$ cat src/hw/rtl/character_tokenizer_macros.svh
// ----------------------------------------------------------------------------
// Character tokenizer assertion macros
// Concurrent property wrappers used by the top-level tokenizer module.
// ----------------------------------------------------------------------------
`ifndef CHARACTER_TOKENIZER_MACROS_SVH
`define CHARACTER_TOKENIZER_MACROS_SVH

// condition holding now implies consequence in the same cycle
`define CTOK_ASSERT_IMPL(label, clk, rst, ante, cons, msg) \
   label: assert property (@(posedge clk) disable iff (rst) (ante) |-> (cons)) \
      else $error(msg);

// condition holding now implies consequence in the next cycle
`define CTOK_ASSERT_NEXT(label, clk, rst, ante, cons, msg) \
   label: assert property (@(posedge clk) disable iff (rst) (ante) |=> (cons)) \
      else $error(msg);

// condition must never hold
`define CTOK_ASSERT_NEVER(label, clk, rst, cond, msg) \
   label: assert property (@(posedge clk) disable iff (rst) !(cond)) \
      else $error(msg);

`endif

$ cat src/hw/rtl/ctok_pkg.sv
// ----------------------------------------------------------------------------
// Character tokenizer package
// Shared types for the lexer core, the result queue and the top level.
// ----------------------------------------------------------------------------
`timescale 1ns / 1ps
`default_nettype none

package ctok_pkg;

   localparam int unsigned QUEUE_DEPTH = 4;

   localparam logic [2:0] KIND_NUMBER = 3'd0;
   localparam logic [2:0] KIND_IDENT  = 3'd1;
   localparam logic [2:0] KIND_STRING = 3'd2;
   localparam logic [2:0] KIND_SYMBOL = 3'd3;
   localparam logic [2:0] KIND_PAIR   = 3'd4;

   typedef enum logic [2:0] {
      MODE_IDLE  = 3'd0,
      MODE_NUM   = 3'd1,
      MODE_IDENT = 3'd2,
      MODE_OP    = 3'd3,
      MODE_STR   = 3'd4,
      MODE_ESC   = 3'd5
   } mode_type;

   typedef struct packed {
      logic [7:0] out_char;
      logic [2:0] token_kind;
      logic       first_in_token;
      logic       last_in_token;
      logic       empty_token;
      logic       unterminated;
      logic       last_in_run;
   } rsp_type;

   typedef struct packed {
      logic [1:0] cnt;
      rsp_type    r0;
      rsp_type    r1;
   } push_type;

endpackage

`default_nettype wire

$ cat src/hw/rtl/ctok_lexer.sv
// ----------------------------------------------------------------------------
// Character tokenizer lexer core
// Mode and held-character state; turns one character into up to two results.
// ----------------------------------------------------------------------------
`timescale 1ns / 1ps
`default_nettype none

module ctok_lexer (
   input  wire logic               clock,
   input  wire logic               reset,
   input  wire logic               accept,
   input  wire logic [7:0]         char_code,
   input  wire logic               end_of_line,
   output ctok_pkg::push_type      push
);

   ctok_pkg::mode_type mode_ff, mode_in;
   logic [7:0] held_char_ff, held_char_in;
   logic       held_valid_ff, held_valid_in;
   logic       held_first_ff, held_first_in;
   logic [2:0] held_kind_ff, held_kind_in;
   logic       quote_dbl_ff, quote_dbl_in;
   logic       dot_seen_ff, dot_seen_in;
   ctok_pkg::push_type res;

   function automatic logic is_digit(input logic [7:0] c);
      return (c >= "0") && (c <= "9");
   endfunction

   function automatic logic is_symbol(input logic [7:0] c);
      return c inside {"+", "-", "*", "/", "@", "=", ")", "(", "]", "[", "}", "{",
                       ".", ",", ":", ";", "?", ">", "<", "'", "\"", "&", "%",
                       "$", "#", "|", "_", "\\", " ", "\n", "!"};
   endfunction

   function automatic logic is_op_start(input logic [7:0] c);
      return c inside {"+", "-", "*", "/", "=", ">", "<", "&", "|"};
   endfunction

   function automatic logic is_pair(input logic [7:0] a, input logic [7:0] b);
      return {a, b} inside {"==", ">=", "<=", "++", "--", "&&", "||",
                            {"/", "*"}, {"*", "/"}, "->", "=>"};
   endfunction

   function automatic ctok_pkg::rsp_type mk(input logic [7:0] c, input logic [2:0] kind,
                                            input logic first, input logic last,
                                            input logic empty, input logic unterm);
      ctok_pkg::rsp_type r;
      r.out_char       = c;
      r.token_kind     = kind;
      r.first_in_token = first;
      r.last_in_token  = last;
      r.empty_token    = empty;
      r.unterminated   = unterm;
      r.last_in_run    = 1'b0;
      return r;
   endfunction

   function automatic ctok_pkg::push_type put(input ctok_pkg::push_type p,
                                              input ctok_pkg::rsp_type r);
      ctok_pkg::push_type q;
      q = p;
      if (p.cnt == 2'd0) begin
         q.r0 = r;
      end else if (p.cnt == 2'd1) begin
         q.r1 = r;
      end
      if (p.cnt != 2'd2) begin
         q.cnt = p.cnt + 2'd1;
      end
      return q;
   endfunction

   always_comb begin
      logic       start;
      logic [7:0] quote;
      res           = '0;
      start         = 1'b0;
      mode_in       = mode_ff;
      held_char_in  = held_char_ff;
      held_valid_in = held_valid_ff;
      held_first_in = held_first_ff;
      held_kind_in  = held_kind_ff;
      quote_dbl_in  = quote_dbl_ff;
      dot_seen_in   = dot_seen_ff;
      quote         = quote_dbl_ff ? 8'("\"") : 8'("'");

      case (mode_ff)
         ctok_pkg::MODE_NUM: begin
            if (is_digit(char_code) || (char_code == "." && !dot_seen_ff)) begin
               if (char_code == ".") dot_seen_in = 1'b1;
               if (held_valid_ff) begin
                  res = put(res, mk(held_char_ff, held_kind_ff, held_first_ff,
                                    1'b0, 1'b0, 1'b0));
               end
               held_char_in  = char_code;
               held_kind_in  = ctok_pkg::KIND_NUMBER;
               held_first_in = 1'b0;
               held_valid_in = 1'b1;
            end else if (char_code == "f") begin
               if (held_valid_ff) begin
                  res = put(res, mk(held_char_ff, held_kind_ff, held_first_ff,
                                    1'b0, 1'b0, 1'b0));
               end
               res = put(res, mk(char_code, ctok_pkg::KIND_NUMBER, 1'b0, 1'b1, 1'b0, 1'b0));
               held_valid_in = 1'b0;
               mode_in       = ctok_pkg::MODE_IDLE;
            end else begin
               if (held_valid_ff) begin
                  res = put(res, mk(held_char_ff, held_kind_ff, held_first_ff,
                                    1'b1, 1'b0, 1'b0));
               end
               held_valid_in = 1'b0;
               start         = 1'b1;
            end
         end
         ctok_pkg::MODE_IDENT: begin
            if (held_valid_ff) begin
               res = put(res, mk(held_char_ff, held_kind_ff, held_first_ff,
                                 is_symbol(char_code), 1'b0, 1'b0));
            end
            if (!is_symbol(char_code)) begin
               held_char_in  = char_code;
               held_kind_in  = ctok_pkg::KIND_IDENT;
               held_first_in = 1'b0;
               held_valid_in = 1'b1;
            end else begin
               held_valid_in = 1'b0;
               start         = 1'b1;
            end
         end
         ctok_pkg::MODE_OP: begin
            if (held_valid_ff && is_pair(held_char_ff, char_code)) begin
               res = put(res, mk(held_char_ff, ctok_pkg::KIND_PAIR, 1'b1, 1'b0, 1'b0, 1'b0));
               res = put(res, mk(char_code, ctok_pkg::KIND_PAIR, 1'b0, 1'b1, 1'b0, 1'b0));
               held_valid_in = 1'b0;
               mode_in       = ctok_pkg::MODE_IDLE;
            end else begin
               if (held_valid_ff) begin
                  res = put(res, mk(held_char_ff, held_kind_ff, held_first_ff,
                                    1'b1, 1'b0, 1'b0));
               end
               held_valid_in = 1'b0;
               start         = 1'b1;
            end
         end
         ctok_pkg::MODE_STR: begin
            if (char_code == quote) begin
               if (held_valid_ff) begin
                  res = put(res, mk(held_char_ff, held_kind_ff, held_first_ff,
                                    1'b1, 1'b0, 1'b0));
               end else begin
                  res = put(res, mk(8'd0, ctok_pkg::KIND_STRING, 1'b1, 1'b1, 1'b1, 1'b0));
               end
               held_valid_in = 1'b0;
               mode_in       = ctok_pkg::MODE_IDLE;
            end else begin
               if (held_valid_ff) begin
                  res = put(res, mk(held_char_ff, held_kind_ff, held_first_ff,
                                    1'b0, 1'b0, 1'b0));
               end
               held_char_in  = char_code;
               held_kind_in  = ctok_pkg::KIND_STRING;
               held_first_in = !held_valid_ff;
               held_valid_in = 1'b1;
               if (char_code == "\\") mode_in = ctok_pkg::MODE_ESC;
            end
         end
         ctok_pkg::MODE_ESC: begin
            if (held_valid_ff) begin
               res = put(res, mk(held_char_ff, held_kind_ff, held_first_ff,
                                 1'b0, 1'b0, 1'b0));
            end
            held_char_in  = char_code;
            held_kind_in  = ctok_pkg::KIND_STRING;
            held_first_in = !held_valid_ff;
            held_valid_in = 1'b1;
            mode_in       = ctok_pkg::MODE_STR;
         end
         default: begin
            held_valid_in = 1'b0;
            start         = 1'b1;
         end
      endcase

      if (start) begin
         mode_in = ctok_pkg::MODE_IDLE;
         if (char_code == " ") begin
            mode_in = ctok_pkg::MODE_IDLE;
         end else if (is_digit(char_code)) begin
            held_char_in  = char_code;
            held_kind_in  = ctok_pkg::KIND_NUMBER;
            held_first_in = 1'b1;
            held_valid_in = 1'b1;
            dot_seen_in   = 1'b0;
            mode_in       = ctok_pkg::MODE_NUM;
         end else if (!is_symbol(char_code)) begin
            held_char_in  = char_code;
            held_kind_in  = ctok_pkg::KIND_IDENT;
            held_first_in = 1'b1;
            held_valid_in = 1'b1;
            mode_in       = ctok_pkg::MODE_IDENT;
         end else if (is_op_start(char_code)) begin
            held_char_in  = char_code;
            held_kind_in  = ctok_pkg::KIND_SYMBOL;
            held_first_in = 1'b1;
            held_valid_in = 1'b1;
            mode_in       = ctok_pkg::MODE_OP;
         end else if (char_code == "'" || char_code == "\"") begin
            quote_dbl_in = (char_code == "\"");
            mode_in      = ctok_pkg::MODE_STR;
         end else begin
            res = put(res, mk(char_code, ctok_pkg::KIND_SYMBOL, 1'b1, 1'b1, 1'b0, 1'b0));
         end
      end

      // flush at end of line
      if (end_of_line) begin
         if (mode_in == ctok_pkg::MODE_STR || mode_in == ctok_pkg::MODE_ESC) begin
            if (held_valid_in) begin
               res = put(res, mk(held_char_in, ctok_pkg::KIND_STRING, held_first_in,
                                 1'b1, 1'b0, 1'b1));
            end else begin
               res = put(res, mk(8'd0, ctok_pkg::KIND_STRING, 1'b1, 1'b1, 1'b0, 1'b1));
            end
         end else if (held_valid_in) begin
            res = put(res, mk(held_char_in, held_kind_in, held_first_in,
                              1'b1, 1'b0, 1'b0));
         end
         held_valid_in = 1'b0;
         mode_in       = ctok_pkg::MODE_IDLE;
      end

      if (res.cnt == 2'd1) res.r0.last_in_run = 1'b1;
      if (res.cnt == 2'd2) res.r1.last_in_run = 1'b1;
   end

   always_comb begin
      push = res;
      if (!accept) push.cnt = 2'd0;
   end

   always_ff @(posedge clock) begin
      if (reset) begin
         mode_ff       <= ctok_pkg::MODE_IDLE;
         held_char_ff  <= '0;
         held_valid_ff <= 1'b0;
         held_first_ff <= 1'b0;
         held_kind_ff  <= '0;
         quote_dbl_ff  <= 1'b0;
         dot_seen_ff   <= 1'b0;
      end else if (accept) begin
         mode_ff       <= mode_in;
         held_char_ff  <= held_char_in;
         held_valid_ff <= held_valid_in;
         held_first_ff <= held_first_in;
         held_kind_ff  <= held_kind_in;
         quote_dbl_ff  <= quote_dbl_in;
         dot_seen_ff   <= dot_seen_in;
      end
   end

endmodule

`default_nettype wire

$ cat src/hw/rtl/ctok_queue.sv
// ----------------------------------------------------------------------------
// Character tokenizer result queue
// Small register queue: takes up to two results a cycle, gives one.
// ----------------------------------------------------------------------------
`timescale 1ns / 1ps
`default_nettype none

module ctok_queue (
   input  wire logic                clock,
   input  wire logic                reset,
   input  ctok_pkg::push_type       push,
   input  wire logic                pop,
   output ctok_pkg::rsp_type        head,
   output logic [$clog2(ctok_pkg::QUEUE_DEPTH):0] level
);

   localparam int unsigned PW = $clog2(ctok_pkg::QUEUE_DEPTH);

   ctok_pkg::rsp_type entry_ff [ctok_pkg::QUEUE_DEPTH];
   logic [PW-1:0] wr_ptr_ff, wr_ptr_in;
   logic [PW-1:0] rd_ptr_ff, rd_ptr_in;
   logic [PW:0]   level_ff, level_in;
   logic [PW-1:0] wr_next;

   always_comb begin
      wr_next   = wr_ptr_ff + PW'(1);
      wr_ptr_in = wr_ptr_ff + PW'(push.cnt);
      rd_ptr_in = rd_ptr_ff + PW'(pop);
      level_in  = level_ff + (PW+1)'(push.cnt) - (PW+1)'(pop);
   end

   always_ff @(posedge clock) begin
      if (push.cnt != 2'd0) entry_ff[wr_ptr_ff] <= push.r0;
      if (push.cnt == 2'd2) entry_ff[wr_next]   <= push.r1;
   end

   always_ff @(posedge clock) begin
      if (reset) begin
         wr_ptr_ff <= '0;
         rd_ptr_ff <= '0;
         level_ff  <= '0;
      end else begin
         wr_ptr_ff <= wr_ptr_in;
         rd_ptr_ff <= rd_ptr_in;
         level_ff  <= level_in;
      end
   end

   assign head  = entry_ff[rd_ptr_ff];
   assign level = level_ff;

endmodule

`default_nettype wire

$ cat src/hw/rtl/character_tokenizer.sv
// ----------------------------------------------------------------------------
// Character tokenizer
// Splits a character stream into tagged token characters, one per result.
//
//   channel  dir  handshake             payload
//   req      in   req_tvalid/tready     tdata char_code, tlast end_of_line
//   rsp      out  rsp_tvalid/tready     tdata char + flags, tuser kind, tlast
//
// One character is accepted per cycle while req_tready is high; it gives zero,
// one or two results, which are written into a four-entry queue feeding rsp.
// The queue drains one result per cycle while rsp_tready is high, so a run of
// items each giving two results is held back by req_tready.
// req_tready drops while the queue cannot take two more results.
// Synchronous reset returns the lexer to idle and empties the queue.
// ----------------------------------------------------------------------------
`timescale 1ns / 1ps
`default_nettype none
`include "character_tokenizer_macros.svh"

module character_tokenizer (
   input  wire logic        clock,
   input  wire logic        reset,
   input  wire logic        req_tvalid,
   output logic             req_tready,
   input  wire logic [7:0]  req_tdata,   // [7:0] char_code
   input  wire logic        req_tlast,   // end_of_line
   output logic             rsp_tvalid,
   input  wire logic        rsp_tready,
   output logic [15:0]      rsp_tdata,   // [7:0] out_char, [8] first_in_token,
                                         // [9] last_in_token, [10] unterminated
   output logic [3:0]       rsp_tuser,   // [2:0] token_kind, [3] empty_token
   output logic             rsp_tlast    // last_in_run
);

   localparam int unsigned LW = $clog2(ctok_pkg::QUEUE_DEPTH) + 1;

   logic               accept;
   logic               pop;
   ctok_pkg::push_type push;
   ctok_pkg::rsp_type  head;
   logic [LW-1:0]      level;

   assign req_tready = (level <= LW'(ctok_pkg::QUEUE_DEPTH - 2));
   assign accept     = req_tvalid & req_tready;
   assign rsp_tvalid = (level != '0);
   assign pop        = rsp_tvalid & rsp_tready;

   ctok_lexer u_lexer (
      .clock       (clock),
      .reset       (reset),
      .accept      (accept),
      .char_code   (req_tdata),
      .end_of_line (req_tlast),
      .push        (push)
   );

   ctok_queue u_queue (
      .clock (clock),
      .reset (reset),
      .push  (push),
      .pop   (pop),
      .head  (head),
      .level (level)
   );

   assign rsp_tdata = {5'd0, head.unterminated, head.last_in_token,
                       head.first_in_token, head.out_char};
   assign rsp_tuser = {head.empty_token, head.token_kind};
   assign rsp_tlast = head.last_in_run;

   `CTOK_ASSERT_NEVER(a_level_bound, clock, reset, level > LW'(ctok_pkg::QUEUE_DEPTH), "queue overflow")
   `CTOK_ASSERT_NEVER(a_push_on_accept, clock, reset, !accept && push.cnt != 2'd0, "push without transaction")
   `CTOK_ASSERT_IMPL(a_run_closed, clock, reset, push.cnt == 2'd1, push.r0.last_in_run, "run not closed")
   `CTOK_ASSERT_NEXT(a_drain, clock, reset, pop && level == LW'(1) && push.cnt == 2'd0, !rsp_tvalid, "queue not drained")

endmodule

`default_nettype wire

$ cat config.mk
export PLATFORM = sky130hd
export DESIGN_NAME = character_tokenizer
export DESIGN_NICKNAME = d
export VERILOG_FILES = /design/src/hw/rtl/ctok_pkg.sv /design/src/hw/rtl/ctok_lexer.sv /design/src/hw/rtl/ctok_queue.sv /design/src/hw/rtl/character_tokenizer.sv
export VERILOG_INCLUDE_DIRS = /design/src /design/src/hw/rtl
export SDC_FILE = /design/constraint.sdc
export NUM_CORES = 1
export LEC_CHECK = 0
export ABC_AREA = 1
export BUFFER_PORTS_ARGS = -buffer_cell sky130_fd_sc_hd__buf_2
export CAP_MARGIN = 20
export CORE_MARGIN = 2
export CORE_UTILIZATION = 25
export CTS_CLUSTER_SIZE = 30
export DETAILED_ROUTE_END_ITERATION = 16
export MAX_ROUTING_LAYER = met4
export PLACE_DENSITY_LB_ADDON = 0.08
export REMOVE_ABC_BUFFERS = 1
export SYNTH_ARGS = -nofsm -noshare
export SYNTH_HDL_FRONTEND = slang
export SYNTH_SLANG_ARGS = --single-unit
$ cat constraint.sdc
create_clock -name clock -period 7 [get_ports clock]
set_input_delay 0 -clock clock [delete_from_list [all_inputs] [get_ports clock]]
set_output_delay 0 -clock clock [all_outputs]
set_load 0.01 [all_outputs]
==> flow_summary.rst, run 1 <==
.. list-table::
   :header-rows: 1

   * - Metric
     - Value
   * - Run status
     - completed
   * - Power Density
     - 283 nW/um^2
   * - Slew headroom
     - 35.4%
   * - Average wire per standard cell
     - 18.1 um
   * - Number of library cell types mapped by synthesis
     - 45
   * - CTS clk-pin slew, worst paths
     - 0.08 ns
   * - Filler Cell Count
     - 2980
   * - Cell types with the largest area share after synthesis
     - edfxtp_1 27%, nand2_1 12%, dfxtp_1 8.6%
   * - Final ANT Viol Nets
     - 0
   * - Count of clock tree sinks
     - 89
   * - I/O Buffers
     - 30
   * - Initial core utilization
     - 25.3%
   * - Resize count post-CTS
     - 0
   * - 1st-iter DRT viols
     - 493
   * - Per-cell via count in the routed design
     - 4.96
   * - Setup CP Type
     - reg2reg
   * - Transition time at the pin with the least slew margin
     - 0.967 ns
   * - Top cell type by total area after synthesis
     - edfxtp_1
   * - Pin count of the biggest net entering global routing
     - 43
   * - Kind of end point of the critical path
     - flip-flop
   * - Initial antenna violation count
     - 0
   * - Post-route DRC
     - 0
   * - Unrepaired setup endpoints after global routing
     - false
   * - Most frequently used cell type in the post-synthesis netlist
     - nand2_1
   * - Worst hold margin
     - 0.108 ns
   * - Count of vias placed by the detailed router
     - 6690
   * - Global route hottest layer
     - met2
   * - Smallest setup slack after layout
     - 2.48 ns
   * - Share of final-layout standard cells stronger than drive strength 1
     - 10.6%
   * - Area taken by flip-flops and latches
     - 2380 um^2
   * - Number of detailed-route iterations in the first pass
     - 5
   * - Total power of the final layout
     - 0.00211 W
   * - Area occupied by multi-input gates
     - 3740 um^2
   * - Routability cong.
     - 0.913
   * - Met1 track demand over resource
     - 25.0%
   * - Hold Buf Count CTS
     - 0
   * - Number of buffers inserted to repair setup after CTS
     - 0
   * - Min-delay worst type
     - in2reg
   * - Worst-path maximum fanout
     - 42
   * - Yosys synthesis warning count
     - 0
   * - Lkg Pwr
     - 3.21 nW
   * - Half-perimeter wire length of the detailed placement result
     - 18.7 mm
   * - Maximum capacitance violations
     - 0
   * - Most common flop cell mapped by yosys
     - edfxtp_1
   * - Area of the die
     - 28500 um^2
   * - Worst-case setup slack after placement
     - 2.35 ns
   * - Clk root buf
     - clkbuf_16
   * - First-pass GRT wire length
     - 38.2 mm
   * - Setup_tns
     - 0 ns
   * - Number of failing hold endpoints at the final stage
     - 0
   * - Part of the Yosys area used for sequential elements
     - 35.1%
   * - GRT Util Overall
     - 17.9%
   * - P&R area growth vs syn
     - 9.88%
   * - Post-synth EDFFs
     - 60
   * - # setup viols final
     - 0
   * - Boundary Pins
     - 36
   * - Vias in the first global route
     - 6353
   * - Die span in x
     - 169 um
   * - Ranking of synthesized cells by instance count
     - 218 x nand2_1, 127 x nor2_1, 107 x nand3_1, 107 x o21ai_0, 99 x inv_1
   * - Met3 track demand over resource in global routing
     - 2.38%
   * - Post-synthesis cell count
     - 996
   * - Timing-limited maximum frequency
     - 221 MHz
   * - Cell area after synthesis
     - 6790 um^2
   * - Startpoint type of the worst setup path
     - flip-flop
   * - Area of the core
     - 26800 um^2
   * - Async set-reset flop share out of synthesis
     - 0%
   * - Data arrival time of the worst path
     - 4.50 ns
   * - Total count of max-transition violations in the final report
     - 0
   * - Die Ht
     - 169 um
   * - Post-synthesis sequential element count
     - 89
   * - Grt ovf
     - 0
   * - Final min period
     - 4.52 ns
   * - Share of the synthesized area in the top cell type
     - 26.6%
   * - Total routed wirelength
     - 24.4 mm
   * - H-tree depth
     - 3
   * - Clock tree from TritonCTS
     - built
   * - Number of CTS-inserted buffers
     - 9
   * - Peak supply drop
     - 0.0000902 V
   * - Layout Nets
     - 1031
   * - Count of inserted antenna diode cells
     - 0
   * - Mean area per synthesized cell
     - 6.81 um^2
   * - Latest clock arrival within the worst-skew pair
     - 0.36 ns
   * - Global routing usage on met2
     - 27.4%
   * - Longest Clk Path Bufs
     - 2
   * - Placement row count
     - 60
   * - Required time reported for the critical path endpoint
     - 6.98 ns
   * - Clock Skew
     - 0.0126 ns
   * - Post-route fraction of the period consumed by the critical path
     - 64.6%
==> worst max-delay path, cell delays in order, from the launching register on <==
cell and delay [ns]:
dfxtp_1 0.48, nand2_1 0.09, inv_1 0.14, nand2_1 0.17, nor2_1 0.16, nand2_1 0.08
nand2_1 0.06, nor2_1 0.04, nand3_1 0.13, nand3_1 0.22, nand2_1 0.14, inv_1 0.11
ha_1 0.29, nand3b_1 0.11, nand2_2 0.11, ha_1 0.29, inv_1 0.04, nand2_2 0.08
nand3_4 0.13, nand2_4 0.40, nand2_1 0.24, nand2_1 0.59
==> report_power, final <==
part	internal (W)	total (W)	switching, W
sequential	0.000665	0.000725	0.0000604
combinational	0.000249	0.000867	0.000618
clock	0.000282	0.000518	0.000236
==> layer usage <==
layer	routed length, um	vias up
li1	-	3358
met1	12000	3104
met2	10900	202
met3	1110	26
met4	337	0
met5	0	-
==> kinds of logic (layout without fill, tap and decap cells) <==
| logic type | count (synthesis) | after routing | share of synthesized area [%] |
|---|---|---|---|
| flip-flops | 89 | 89 | 35.1 |
| AO/OA/AOI/OAI | 221 | 221 | 17.9 |
| AND/OR/NAND/NOR | 514 | 514 | 33.7 |
| XOR/XNOR | 4 | 4 | 0.516 |
| adder cells (fa/ha/maj) | 14 | 14 | 2.69 |
| buffers and inverters | 153 | 162 | 10.0 |
| other | 1 | 5 | 0.0553 |
==> stage by stage <==
stage | util (%) | cell area, um^2 | instances
3_3_place_gp | 26.7 | 7150 | 1334
4_1_cts | 27.8 | 7460 | 1350
5_1_grt | 27.8 | 7460 | 1350
3_5_place_dp | 26.7 | 7150 | 1334
6_report | 27.8 | 7460 | 1350
2_1_floorplan | - | 6540 | 958
==> flip-flops by register name, indices dropped and copies added, names as in the netlist <==
name                   flops
u_lexer.dot_seen_ff        1
u_lexer.held_char_ff       8
u_lexer.held_first_ff      1
u_lexer.held_kind_ff       3
u_lexer.held_valid_ff      1
u_lexer.mode_ff            3
u_lexer.quote_dbl_ff       1
u_queue.entry_ff          64
u_queue.level              3
u_queue.rd_ptr_ff          2
u_queue.wr_ptr_ff          2
==> area by class of cell <==
cell class	count	area share [%]
clock buffer	10	3.07
clock inverter	6	0.990
inverter	111	5.62
multi-input combinational	758	50.1
sequential	89	32.0
tap	341	5.72
timing repair buffer	35	2.52
==> path summary, 6_finish.rpt <==
check	startpoint	end	slack, ns	depth (start not counted)
worst max-delay path	u_lexer.held_char_ff[2]	u_queue.entry_ff[0][7]	2.48	21
worst min-delay path	reset	u_queue.level[0]	0.11	2
worst max register to register	u_lexer.held_char_ff[2]	u_queue.entry_ff[0][7]	2.48	21
worst min register to register	u_queue.entry_ff[1][2]	u_queue.entry_ff[1][2]	0.49	2
==> placed cells by master (no fill, tap or decap), types with 2 or more instances in the layout <==
cell	count
nand2_1	218
nor2_1	127
nand3_1	107
o21ai_0	107
inv_1	99
edfxtp_1	60
o21ai_1	31
a21oi_1	31
buf_2	30
dfxtp_1	29
nand2_2	22
o22ai_1	21
o211ai_1	17
ha_1	13
nand4_1	12
inv_2	11
nor2_2	9
clkbuf_16	9
a22oi_1	7
conb_1	5
buf_4	5
nor2_4	3
nand3_2	3
nand2_4	3
xnor2_1	3
nor3_1	2
nand3b_1	2
clkinvlp_4	2
Note: power is estimated with default switching activity, not from simulation.
==> run 2: changes to the inputs <==
Clock period 7 ns to 4.5 ns, I/O delays scaled along.
==> run 2 against run 1 <==
Against the previous run: die area unchanged; global-route usage increased by 0.21 points; routed wire length increased by 0.89%; critical endpoint is now u_queue.entry_ff[2][8].
==> flow_summary.rst, run 2 (same netlist as run 1, synthesis figures left out) <==
.. list-table::
   :header-rows: 1

   * - Metric
     - Value
   * - Required time reported for the critical path endpoint
     - 4.58 ns (-2.40 ns)
   * - Worst-case setup slack after placement
     - 0.241 ns (-2.11 ns)
   * - Kind of end point of the critical path
     - flip-flop
   * - Placement row count
     - 60 (unchanged)
   * - Setup_tns
     - 0 ns (unchanged)
   * - Smallest setup slack after layout
     - 0.389 ns (-2.09 ns)
   * - Final min period
     - 4.11 ns (-0.407 ns)
   * - Worst-path maximum fanout
     - 8 (-81%)
   * - Pin count of the biggest net entering global routing
     - 35 (-19%)
   * - Number of buffers and inverters on the critical path
     - 4 (+1)
   * - Vias in the first global route
     - 6428 (+1.2%)
   * - I/O Buffers
     - 30 (unchanged)
   * - Worst path cell trace
     - inv_1 -> nor2_1 -> nand2_1 -> nor2_1 -> nand2_1 -> nand2_1 -> nor2_1 -> nand3_1 -> nand3_2 -> nand2_1 -> inv_1 -> ha_1 -> nand3b_1 -> nand2_2 -> ha_1 -> inv_1 -> nand2_1 -> nor2_1 -> buf_4 -> a22oi_1 -> o21ai_1
   * - Total power of the final layout
     - 0.00331 W (+57%)
   * - Transition time at the pin with the least slew margin
     - 0.959 ns (-0.00833 ns)
   * - Post-route design area
     - 7620 um^2 (+2.2%)
   * - Area of the core
     - 26800 um^2 (unchanged)
   * - Cell with the most instances on the worst path
     - nand2_1
   * - Power Density
     - 434 nW/um^2 (+53%)
   * - Run status
     - completed
   * - Layout Nets
     - 1049 (+1.7%)
   * - Hold Buf Count CTS
     - 0 (unchanged)
   * - CTS clk-pin slew, worst paths
     - 0.07 ns (about the same)
   * - Final ANT Viol Nets
     - 0 (unchanged)
   * - GRT Util Overall
     - 18.1% (+0.21 points)
   * - P&R area growth vs syn
     - 12.4%
   * - Master of the slowest instance on the critical path
     - a22oi_1
   * - Slew headroom
     - 36.0% (+0.56 points)
   * - 1st-iter DRT viols
     - 496 (+0.61%)
   * - Max FFs per register
     - 64 (unchanged)
   * - Clk root buf
     - clkbuf_16
   * - Die Ht
     - 169 um (unchanged)
   * - Half-perimeter wire length of the detailed placement result
     - 19.1 mm (+2.1%)
   * - Average wire per standard cell
     - 18.0 um (-0.43%)
   * - Lkg Pwr
     - 3.34 nW (+3.8%)
   * - Number of detailed-route iterations in the first pass
     - 6 (+1)
   * - Total count of max-transition violations in the final report
     - 0 (unchanged)
   * - Largest registers in the final layout
     - u_queue.entry_ff (64), u_lexer.held_char_ff (8)
   * - Maximum capacitance violations
     - 0 (unchanged)
   * - Area of the die
     - 28500 um^2 (unchanged)
   * - # setup viols final
     - 0 (unchanged)
   * - Total routed wirelength
     - 24.6 mm (+0.89%)
   * - Min-delay worst type
     - in2reg
   * - Initial antenna violation count
     - 0 (unchanged)
   * - Timing-limited maximum frequency
     - 243 MHz (+9.9%)
   * - Unrepaired setup endpoints after global routing
     - false
   * - Most frequent cells in the layout
     - 218 x nand2_1, 127 x nor2_1, 107 x o21ai_0, 106 x nand3_1, 99 x inv_1
   * - Number of CTS-inserted buffers
     - 9 (unchanged)
   * - H-tree depth
     - 3 (unchanged)
   * - First-pass GRT wire length
     - 38.6 mm (+1.0%)
   * - Most frequent standard cell in the layout excluding fill and tap cells
     - nand2_1
   * - Setup CP Type
     - reg2reg
   * - Boundary Pins
     - 36 (unchanged)
   * - Number of failing hold endpoints at the final stage
     - 0 (unchanged)
   * - Kind of cell adding the most delay to the critical path
     - simple AND/OR/NAND/NOR gates
   * - Routability cong.
     - 0.884 (-3.2%)
   * - Die span in x
     - 169 um (unchanged)
   * - Worst hold margin
     - 0.106 ns (-0.00259 ns)
   * - Clock Skew
     - 0.00624 ns (-0.00639 ns)
   * - Total placed instance area
     - 7260 um^2 (+1.5%)
   * - Share of final-layout standard cells stronger than drive strength 1
     - 12.5% (+1.9 points)
   * - Latest clock arrival within the worst-skew pair
     - 0.35 ns (about the same)
   * - Startpoint type of the worst setup path
     - flip-flop
   * - Count of vias placed by the detailed router
     - 6754 (+0.96%)
   * - Data arrival time of the worst path
     - 4.19 ns (-0.31 ns)
   * - Register with the highest flop count
     - u_queue.entry_ff
   * - Per-cell via count in the routed design
     - 4.94 (-0.37%)
   * - Longest individual stage delay on the worst path
     - 0.48 ns (-0.11 ns)
   * - Initial core utilization
     - 25.3% (unchanged)
   * - Peak supply drop
     - 0.000162 V (+79%)
   * - Count of inserted antenna diode cells
     - 0 (unchanged)
   * - Grt ovf
     - 0 (unchanged)
   * - Post-route fraction of the period consumed by the critical path
     - 91.4% (+27 points)
   * - Clock tree from TritonCTS
     - built
   * - Count of clock tree sinks
     - 89 (unchanged)
   * - Post-route DRC
     - 0 (unchanged)
   * - Longest Clk Path Bufs
     - 2 (unchanged)
==> run 2: power by group <==
| group | internal [W] | total, W | switching (W) |
|---|---|---|---|
| registers | 0.00103 | 0.00113 | 0.0000931 |
| logic | 0.000406 | 0.00136 | 0.000954 |
| clock network | 0.000465 | 0.000824 | 0.000359 |
| total | 0.00190 | 0.00331 | 0.00141 |
==> run 2: final timing paths <==
check	from	to	slack, ns	cells after the start
worst max-delay path	u_lexer.held_char_ff[5]	u_queue.entry_ff[2][8]	0.39	21
worst min-delay path	reset	u_queue.wr_ptr_ff[0]	0.11	2
worst max register to register	u_lexer.held_char_ff[5]	u_queue.entry_ff[2][8]	0.39	21
worst min register to register	u_queue.entry_ff[1][2]	u_queue.entry_ff[1][2]	0.48	2
==> run 2: per-stage QoR <==
stage,std cells,utilization [%]
final,1368,28.4
after global routing,1368,28.4
after CTS,1364,28.3
after detailed placement,1348,27.1
after global placement,1348,27.1
after floorplan,958,-
==> run 2: area by class of cell <==
| type | count | area [um^2] |
|---|---|---|
| flip-flops and latches | 89 | 2380 |
| multi-input cells | 758 | 3750 |
| well taps | 341 | 427 |
| fillers | 2970 | 19200 |
| clock buffers | 12 | 289 |
| inverters | 111 | 419 |
| repair buffers | 53 | 323 |
| clock inverters | 4 | 36.3 |
==> run 2: worst register-to-register path, cell delays in order, from the launching register on <==
cell      delay (ns)
dfxtp_1         0.47
inv_1           0.15
nor2_1          0.19
nand2_1         0.21
nor2_1          0.20
nand2_1         0.09
nand2_1         0.06
nor2_1          0.04
nand3_1         0.14
nand3_2         0.17
nand2_1         0.11
inv_1           0.10
ha_1            0.30
nand3b_1        0.17
nand2_2         0.15
ha_1            0.21
inv_1           0.10
nand2_1         0.12
nor2_1          0.06
buf_4           0.17
a22oi_1         0.49
o21ai_1         0.15
==> run 2: per-layer routing <==
metal  global-route usage (%)  wire length [um]  vias to the layer above
met2                     26.9             10900                      196
met5                        -                 0                        -
li1                         -                 -                     3393
met1                     25.6             12100                     3141
met4                     5.17               405                        0
met3                     2.60              1200                       24
==> run 2: timing repair <==
item / in CTS / in global routing
setup endpoints to repair: 0 / 67
gates resized for setup: 0 / 2
setup buffers: 0 / 4
